[src/kcl_pkg.sv]
`timescale 1ns / 1ps

package kcl_pkg;

  localparam int CodeLenDef = 4;
  localparam int KeyW       = 4;
  localparam int TickW      = 12;
  localparam int WrongW     = 3;
  localparam int CfgIdxW    = 3;
  localparam int CfgDataW   = 16;

  localparam logic [TickW-1:0]  TickMax  = '1;
  localparam logic [WrongW-1:0] WrongMax = '1;

  localparam logic [KeyW-1:0] KEY_DIGIT_MAX = 4'd9;
  localparam logic [KeyW-1:0] KEY_STAR      = 4'd10;
  localparam logic [KeyW-1:0] KEY_HASH      = 4'd11;

  localparam logic [CfgIdxW-1:0] CFG_PASSCODE       = 3'd0;
  localparam logic [CfgIdxW-1:0] CFG_FAIL_LIMIT     = 3'd1;
  localparam logic [CfgIdxW-1:0] CFG_TYPING_TIMEOUT = 3'd2;
  localparam logic [CfgIdxW-1:0] CFG_UNLOCK_TIMEOUT = 3'd3;
  localparam logic [CfgIdxW-1:0] CFG_REMINDER_AFTER = 3'd4;

  localparam logic [15:0]       PasscodeRst  = 16'h1234;
  localparam logic [WrongW-1:0] FailLimitRst = 3'd3;
  localparam logic [TickW-1:0]  TypingToRst  = 12'd500;
  localparam logic [TickW-1:0]  UnlockToRst  = 12'd1500;
  localparam logic [TickW-1:0]  RemindRst    = 12'd1200;

  localparam logic [1:0] MCODE_IDLE     = 2'd0;
  localparam logic [1:0] MCODE_TYPING   = 2'd1;
  localparam logic [1:0] MCODE_UNLOCKED = 2'd2;
  localparam logic [1:0] MCODE_ALARM    = 2'd3;

  typedef enum logic [3:0] {
    MODE_IDLE     = 4'b0001,
    MODE_TYPING   = 4'b0010,
    MODE_UNLOCKED = 4'b0100,
    MODE_ALARM    = 4'b1000
  } mode_e;

  typedef enum logic [3:0] {
    ACT_NONE   = 4'd0,
    ACT_KEY    = 4'd1,
    ACT_DEL    = 4'd2,
    ACT_OK     = 4'd3,
    ACT_ERR    = 4'd4,
    ACT_READY  = 4'd5,
    ACT_REMIND = 4'd6,
    ACT_ALARM  = 4'd7,
    ACT_OPEN   = 4'd8,
    ACT_CLOSE  = 4'd9
  } action_e;

  typedef struct packed {
    logic [15:0]       passcode;
    logic [WrongW-1:0] fail_limit;
    logic [TickW-1:0]  typing_to;
    logic [TickW-1:0]  unlock_to;
    logic [TickW-1:0]  remind_after;
  } cfg_t;

  typedef struct packed {
    action_e act;
    logic    green;
    logic    red;
  } res_t;

  // All results of one tick, the number of them (1 to 3) and the mode code.
  typedef struct packed {
    res_t [2:0] res;
    logic [1:0] num;
    logic [1:0] mode;
  } step_t;

  function automatic logic [1:0] mode_code(mode_e m);
    logic [1:0] c;
    unique case (m)
      MODE_IDLE:     c = MCODE_IDLE;
      MODE_TYPING:   c = MCODE_TYPING;
      MODE_UNLOCKED: c = MCODE_UNLOCKED;
      MODE_ALARM:    c = MCODE_ALARM;
      default:       c = MCODE_IDLE;
    endcase
    return c;
  endfunction

endpackage

[src/kcl_rbuf.sv]
`timescale 1ns / 1ps

module kcl_rbuf import kcl_pkg::*; (
  input  logic       clk_i,
  input  logic       rst_ni,
  input  logic       load_i,
  input  step_t      step_i,
  output logic       free_o,
  output logic       out_valid_o,
  input  logic       out_ready_i,
  output logic [3:0] action_o,
  output logic       open_led_o,
  output logic       red_led_o,
  output logic [1:0] mode_o,
  output logic       last_o
);

  step_t      buf_q;
  logic       valid_q;
  logic [1:0] idx_q;
  res_t       cur;
  logic       take;

  always_comb begin
    case (idx_q)
      2'd1:    cur = buf_q.res[1];
      2'd2:    cur = buf_q.res[2];
      default: cur = buf_q.res[0];
    endcase
  end

  assign last_o      = (idx_q == buf_q.num - 2'd1);
  assign take        = valid_q && out_ready_i;
  // The next tick may load in the same cycle as the final transfer.
  assign free_o      = !valid_q || (take && last_o);
  assign out_valid_o = valid_q;
  assign action_o    = cur.act;
  assign open_led_o  = cur.green;
  assign red_led_o   = cur.red;
  assign mode_o      = buf_q.mode;

  always_ff @(posedge clk_i or negedge rst_ni) begin
    if (!rst_ni) begin
      valid_q <= 1'b0;
      idx_q   <= '0;
    end else if (load_i) begin
      valid_q <= 1'b1;
      idx_q   <= '0;
    end else if (take) begin
      if (last_o) valid_q <= 1'b0;
      idx_q <= idx_q + 2'd1;
    end
  end

  always_ff @(posedge clk_i) begin
    if (load_i) buf_q <= step_i;
  end

endmodule

[config.mk]
export PLATFORM = sky130hd
export DESIGN_NAME = kcl_rbuf
export DESIGN_NICKNAME = d
export VERILOG_FILES = /design/src/kcl_pkg.sv /design/src/kcl_rbuf.sv
export SDC_FILE = /design/constraint.sdc
export NUM_CORES = 1
export LEC_CHECK = 0
export BUFFER_PORTS_ARGS = -buffer_cell sky130_fd_sc_hd__buf_2
export CAP_MARGIN = 25
export CORE_MARGIN = 2
export CORE_UTILIZATION = 46
export DETAILED_ROUTE_END_ITERATION = 12
export PLACE_DENSITY = 0.82
export SYNTH_ARGS = -nofsm -noshare
export SYNTH_HDL_FRONTEND = slang
export SYNTH_SLANG_ARGS = --single-unit
[constraint.sdc]
create_clock -name clk_i -period 1.8 [get_ports clk_i]
set_clock_uncertainty 0.15 [all_clocks]
set_input_delay 0.18 -clock clk_i [delete_from_list [all_inputs] [get_ports clk_i]]
set_output_delay 0.18 -clock clk_i [all_outputs]
set_load 0.02 [all_outputs]
# Word level (Yosys, flattened, before mapping)

Index checks and enable logic that the tools add are counted.
W data, S select, Z words.

Bits of input ports: 26
Register bits: 25

Reductions and logical operators: 7
Equality and inequality tests: 3
Mux-type cells: 6
Add/sub/neg operators: 2

Operators with widths:

| kind                  | number |
|---|---|
| $pmux W6 S2           | 1 |
| $mux W2               | 2 |
| $reduce_bool A2 Y1    | 2 |
| $mux W1               | 3 |
| $add A2 B1 Y2 const B | 1 |
| $eq A2 B1 Y1 const B  | 1 |
| $eq A2 B2 Y1          | 1 |
| $eq A2 B2 Y1 const B  | 1 |
| $logic_and A1 B1 Y1   | 2 |
| $reduce_and A2 Y1     | 1 |
| $sub A2 B1 Y2 const B | 1 |
| $logic_not A1 Y1      | 1 |
| $logic_or A1 B1 Y1    | 1 |

# Depth between registers and ports, before layout

Gate-level depths: netlist of run 1.

Depth in word-level cells: 5
Depth in mapped cells: 5

# Least setup slack after synthesis of run 1

Ideal clock, no wire load.

Path kind: register to output
Start point: reg idx_q[0]
End point: out action_o[0]
Cell stages (with the launch flop): 5
Slack: 0.127 ns
Buffers on the path: 1
Data required time: 1.470 ns
Data arrival time: 1.343 ns
Path through: dfrtp_1 inv_1 ha_1 clkbuf_1 o21ai_1

Word-level cells in the longest chain between the ends: 2
Elaborated cells between the ends (all ways): 3
Classes of those cells: eq/ne (2); mux (1)

Ends and longest elaborated chain:

| element                                      | line           | source |
|---|---|---|
| from (decl)                                  | kcl_rbuf.sv:20 | `logic [1:0] idx_q;` |
| from (signal assigned)                       | kcl_rbuf.sv:51 | `idx_q <= idx_q + 2'd1;` |
| $eq A2 B2 Y1 or $eq A2 B1 Y1 (tied branches) | kcl_rbuf.sv:25 | `case (idx_q)` |
| $pmux W6 S2 *                                | kcl_rbuf.sv:25 |  |
| to (decl)                                    | kcl_rbuf.sv:11 | `output logic [3:0] action_o,` |

Mark *: on every way between the ends. The rest lies on a longest branch, timed or not.

# Final worst setup path of run 1

Start point: reg buf_q[3] in the netlist's numbering
End point: out free_o

Word-level cells in the longest chain between the ends: 4

Ends and longest elaborated chain:

| element                | line           | source |
|---|---|---|
| from (decl)            | kcl_rbuf.sv:18 | `step_t buf_q;` |
| from (signal assigned) | kcl_rbuf.sv:56 | `if (load_i) buf_q <= step_i;` |
| $sub A2 B1 Y2          | kcl_rbuf.sv:32 | `assign last_o = (idx_q == buf_q.num - 2'd1);` |
| $eq A2 B2 Y1           | kcl_rbuf.sv:32 |  |
| $logic_and A1 B1 Y1    | kcl_rbuf.sv:35 | `assign free_o = !valid_q \|\| (take && last_o);` |
| $logic_or A1 B1 Y1     | kcl_rbuf.sv:35 |  |
| to (decl)              | kcl_rbuf.sv:8  | `output logic free_o,` |

Every way passes these cells.

==> results of run 1 <==
metal layers:
| metal | GRT usage | up-vias | part of all wire |
|---|---|---|---|
| li1 | - | 372 | - |
| met1 | 0.258 | 387 | 0.38 |
| met2 | 0.367 | 40 | 0.55 |
| met3 | 0.0242 | 7 | 0.045 |
| met4 | 0.125 | 0 | 0.025 |
| met5 | 0 | - | 0 |
cell families (layout without fill, tap and decap cells):
kind of cell             count (synthesis)  in the layout  synth area share
buffers and inverters                    5             71            0.0271
XOR/XNOR                                 2              2            0.0180
AO/OA/AOI/OAI                           15             15            0.0979
adder cells (fa/ha/maj)                  2              2            0.0258
AND/OR/NAND/NOR                         16             16            0.0735
flip-flops                              25             25             0.758
registers in the layout, summed over array words and instances (netlist names):
register / flops
buf_q: 20
idx_q: 2
mode_o: 2
out_valid_o: 1
final timing paths:
kind                          endpoint         from  cells past startpoint
max                             free_o     buf_q[3]                      4
min                           idx_q[1]       rst_ni                      2
min in group clk_i            idx_q[1]  out_ready_i                      4
min reg2reg                out_valid_o  out_valid_o                      1
max reg2reg                out_valid_o     buf_q[3]                      4
max in group asynchronous     idx_q[0]       rst_ni                      2
synthesized netlist by cell type:
master / count / area [um2]
or3_1: 1 / 6.26
inv_1: 2 / 7.51
edfxtp_1: 22 / 661
nand2_1: 10 / 37.5
o21ai_1: 6 / 30.0
a31o_1: 1 / 8.76
nand3_1: 1 / 5.00
a22oi_1: 6 / 45.0
clkbuf_1: 1 / 3.75
nand4_1: 1 / 6.26
a21oi_1: 1 / 5.00
nand2b_1: 1 / 6.26
dfrtp_1: 3 / 75.1
or2_1: 1 / 6.26
xnor2_1: 2 / 17.5
o22ai_1: 1 / 6.26
nor2_1: 1 / 3.75
ha_1: 2 / 25.0
buf_4: 2 / 15.0
timing repair:
action,4_1_cts,5_1_grt
endpoints found under the setup margin,7,8
hold buffers,23,0
buffers inserted,4,2
pin swaps,3,2
resized for setup,12,16
endpoints found under the hold margin,25,0
critical path: stages (launching register included):
cell and delay, ns:
edfxtp_1 0.49, xnor2_4 0.19, or3_4 0.35, nand3_2 0.07, buf_6 0.11
per-stage QoR:
| step | hold slack [ns] | util | worst slack [ns] | TNS (ns) |
|---|---|---|---|---|
| detailed placement | -0.165 | 0.588 | 0.103 | 0 |
| global placement | -0.172 | 0.588 | 0.148 | 0 |
| floorplan | -0.266 | - | 0.127 | 0 |
| global route | 0.00448 | 0.803 | -0.114 | -0.743 |
| CTS | 0.0284 | 0.761 | -0.0450 | -0.0523 |
| finish | 0.00696 | 0.803 | -0.0626 | -0.308 |
layout make-up:
| type | count | area share |
|---|---|---|
| Multi-Input combinational cell | 35 | 0.189 |
| Timing Repair Buffer | 65 | 0.306 |
| Tap cell | 27 | 0.0212 |
| Sequential cell | 25 | 0.463 |
| Clock buffer | 4 | 0.0165 |
| Inverter | 2 | 0.00472 |
power groups by stage:
stage / registers, mW / logic, mW / clock network (mW)
CTS: 0.706 / 0.344 / 0.236
global placement: 0.715 / 0.241 / 0
floorplan: 0.715 / 0.153 / 0
finish: 0.714 / 0.409 / 0.252
global route: 0.718 / 0.432 / 0.276
detailed placement: 0.717 / 0.247 / 0
==> metrics.cfg, run 1 <==
[route]
vias = 806
routed_wl_mm = 2.57
drtAntennaViolNets = 0
wl_per_cell_um = 16.2
drc = 0
via_per_inst = 5.10
dr.pass1.iters = 4
first_iter_violations = 25

[global_route]
grt.overflow.total = 0
grt_max_degree = 26
grt_pass1_wl_mm = 3.81
globalRouteTotalUtil = 0.213
grt_pass1_vias = 821
antenna_found_initial = 0

[place]
post-place-cells = 125
io_buffer_count = 36
dpl-instance-area_um2 = 1170
gp_congestion = 0.771
place_hpwl_mm = 1.18

[setup_path]
endpoint_kind = primary output
crit_path_start_kind = flip-flop
r2r_setup_slack_ns = 0.18
critical_path_arrival_ns = 1.53
critPathRequiredTime_ns = 1.47
crit_fanout = 4
critPathKind = flip-flop to primary output

[final_layout]
drive_above_1_share = 0.443
layout_commonest_cell = buf_2
seq_area_um2 = 737
final_cell_mix = 28 x buf_2, 23 x dlygate4sd3_1, 22 x edfxtp_1, 11 x buf_4, 10 x nand2_1
areaGrowthSynthToFinish_pct = 63.9
layout.nets = 160
antenna_cells = 0
stdcell_count = 158
nFillCells = 98
multi_input_area_um2 = 300
final_cell_area_um2 = 1590

[clocking]
numCtsBuffers = 3
clkTransAtPathRegs_ns = 0.13
h-tree-depth = 1
cts-root-buf = clkbuf_4
tritoncts = yes
clockBufferDepth = 2
clkSinkCount = 25
clk_latency_ns = 0.33

[synthesis]
netlist_area_um2 = 971
syn_area_per_cell_um2 = 14.9
ys_ff_latch = 25
syn_inst = 65
ys_warn_count = 0
synth.distinct_cells = 19
yosysSeqAreaShare = 0.758
synth_nets = 93

[floorplanning]
core_area_um2 = 1980
die_x_um = 49.9
die_area_um2 = 2490
row_count = 16
die_y_um = 49.9
io_pins = 37
start_util = 0.490

[sta]
worstMarginPinSlew_ns = 0.507
setup_slack_ns = -0.0626
max_freq_ghz = 0.537
period_share = 1.03
hold_violations = 0
maxSlewHeadroom = 0.662
slew_violations = 0
min_period_ns = 1.86
setup_viol = 7
rsz0062_at_grt = true

[status]
outcome = complete, but fails checks
violations = setup timing

[power]
swShare = 0.288
ir_drop_mv = 0.797
power.density_nw_per_um2 = 865
seqPwrFrac = 0.519
pwr-share-clk = 0.183
p_switching_mw = 0.396
p_comb_frac = 0.297
internal_power_mw = 0.980
cellLeakagePower_nw = 0.639
finalPower_mw = 1.38

[min_path]
hp-class = input pin to async pin

[run]
drv_cap = 0

Note: power is estimated with default switching activity, not from simulation.
==> inputs of run 2 (changes only) <==
--- a/config.mk
+++ b/config.mk
@@ -11,6 +11,7 @@
 export CORE_UTILIZATION = 46
 export DETAILED_ROUTE_END_ITERATION = 12
 export PLACE_DENSITY = 0.82
+export SETUP_SLACK_MARGIN = 0.3
 export SYNTH_ARGS = -nofsm -noshare
 export SYNTH_HDL_FRONTEND = slang
 export SYNTH_SLANG_ARGS = --single-unit
==> constraint.sdc (replaced) <==
create_clock -name clk_i -period 2.1 [get_ports clk_i]
set_clock_uncertainty 0.15 [all_clocks]
set_input_delay 0.21 -clock clk_i [delete_from_list [all_inputs] [get_ports clk_i]]
set_output_delay 0.21 -clock clk_i [all_outputs]
set_load 0.02 [all_outputs]
==> metrics.cfg, run 2 (same netlist as run 1, synthesis figures left out) <==
[route]
drc = 0
first_iter_violations = 23
vias = 825
drtAntennaViolNets = 0
wl_per_cell_um = 18.7
via_per_inst = 5.22
dr.pass1.iters = 4
routed_wl_mm = 2.96

[global_route]
globalRouteTotalUtil = 0.256
antenna_found_initial = 0
grt_pass1_wl_mm = 4.45
grt_max_degree = 26
grt.overflow.total = 0
grt_pass1_vias = 893

[power]
ir_drop_mv = 0.713
cellLeakagePower_nw = 0.643
power.density_nw_per_um2 = 759

[setup_path]
critPathRequiredTime_ns = 1.74
cpLargestDelayFamily = flip-flops
r2r-end = idx_q[1]
path_buf_inv = 2
cpPeakStageDelay_ns = 0.48
regToRegStartpoint = idx_q[0]
rr_worst_depth = 5
endpoint_kind = primary output
crit_chain = inv_1 > ha_4 > a22oi_1 > o21ai_1 > buf_2
critPathKind = flip-flop to primary output
r2r_setup_slack_ns = 0.54
critical_path_arrival_ns = 1.57
crit_path_start_kind = flip-flop
crit_fanout = 6
cp_slowest_cell = dfrtp_2

[min_path]
hp-class = input pin to async pin

[sta]
min_period_ns = 1.93
max_freq_ghz = 0.519
slew_violations = 0
period_share = 0.918
hold_violations = 0
rsz0062_at_grt = true
setup_tns_ns = 0
maxSlewHeadroom = 0.659
setup_viol = 0
setup_slack_ns = 0.173
worstMarginPinSlew_ns = 0.511

[clocking]
clk_latency_ns = 0.32
cts-root-buf = clkbuf_4
h-tree-depth = 1
tritoncts = yes
clockBufferDepth = 2
clkTransAtPathRegs_ns = 0.14
clkSinkCount = 25
numCtsBuffers = 3

[floorplanning]
die_x_um = 49.9
start_util = 0.490
die_y_um = 49.9
row_count = 16
io_pins = 37
core_area_um2 = 1980
die_area_um2 = 2490

[final_layout]
areaGrowthSynthToFinish_pct = 65.2
largest_reg_flops = 20
final_cell_mix = 29 x buf_2, 23 x dlygate4sd3_1, 22 x edfxtp_1, 10 x nand2_1
drive_above_1_share = 0.473
nFillCells = 92
antenna_cells = 0
largest_register = buf_q
layout.nets = 160
layout_commonest_cell = buf_2

[place]
gp_congestion = 0.771
io_buffer_count = 36
place_ws_ns = 0.373
place_hpwl_mm = 1.18

[status]
outcome = finished, final reports clean

[run]
drv_cap = 0

run 2: changes by cell type in the layout (fill, tap and decap cells not counted), moves of 3 or more:
cell | before | now
buf_4 | 11 | 6
o21ai_1 | 5 | 1
o21ai_2 | 1 | 5
buf_6 | 3 | 6
run 2: routing by layer:
metal,part of all wire,track usage,vias to the layer above,wire (um)
met5,0,0,-,0
met3,0.041,0.0455,4,122
li1,-,-,373,-
met4,0.0091,0.0880,0,27
met1,0.38,0.287,416,1120
met2,0.57,0.480,32,1690
run 2: through the flow:
stage	cell area (um2)	hold WS [ns]	power (mW)	utilization	instances
final	1600	0.0434	1.22	0.809	158
after global routing	1600	0.0528	1.25	0.809	158
after CTS	1580	0.0584	1.16	0.797	158
after detailed placement	1170	-0.135	0.826	0.588	125
after global placement	1170	-0.142	0.819	0.588	125
after floorplan	971	-0.236	0.744	-	65
run 2: report_power, final:
part           switching (mW)  leakage [nW]  internal [mW]
Combinational           0.191         0.379          0.193
Clock                   0.146        0.0150         0.0744
Sequential             0.0265         0.250          0.587
Total                   0.363         0.643          0.854
run 2: worst register-to-register path: cells and delay by family, from the launching register on:
family	cells	cell delay [ns]
buf+inv	2	0.25
compound gates	1	0.16
simple gates	1	0.24
flops	1	0.45
fa+ha+maj	1	0.23
run 2: timing repair:
item,4_1_cts,5_1_grt
hold buffers,23,0
endpoints found under the hold margin,25,0
pin swaps,7,3
gates resized for setup,29,6
buffers inserted,6,0
setup endpoints to repair,8,8
run 2: cell type report:
| type | count | area (um2) | area share |
|---|---|---|---|
| tap | 27 | 33.8 | 0.0211 |
| clock buffer | 4 | 26.3 | 0.0164 |
| timing repair buffer | 65 | 503 | 0.314 |
| sequential | 25 | 737 | 0.459 |
| inverter | 2 | 7.51 | 0.00468 |
| multi-input combinational | 35 | 297 | 0.185 |
run 2: worst max-delay path by stage:
stage | to | from | slack, ns | cells past startpoint
CTS | free_o | idx_q[1] | 0.23 | 4
global route | action_o[1] | idx_q[0] | 0.13 | 5
finish | action_o[0] | idx_q[1] | 0.17 | 5
detailed placement | action_o[1] | idx_q[0] | 0.37 | 5
floorplan | action_o[0] | idx_q[0] | 0.40 | 4
global placement | action_o[1] | idx_q[0] | 0.42 | 5
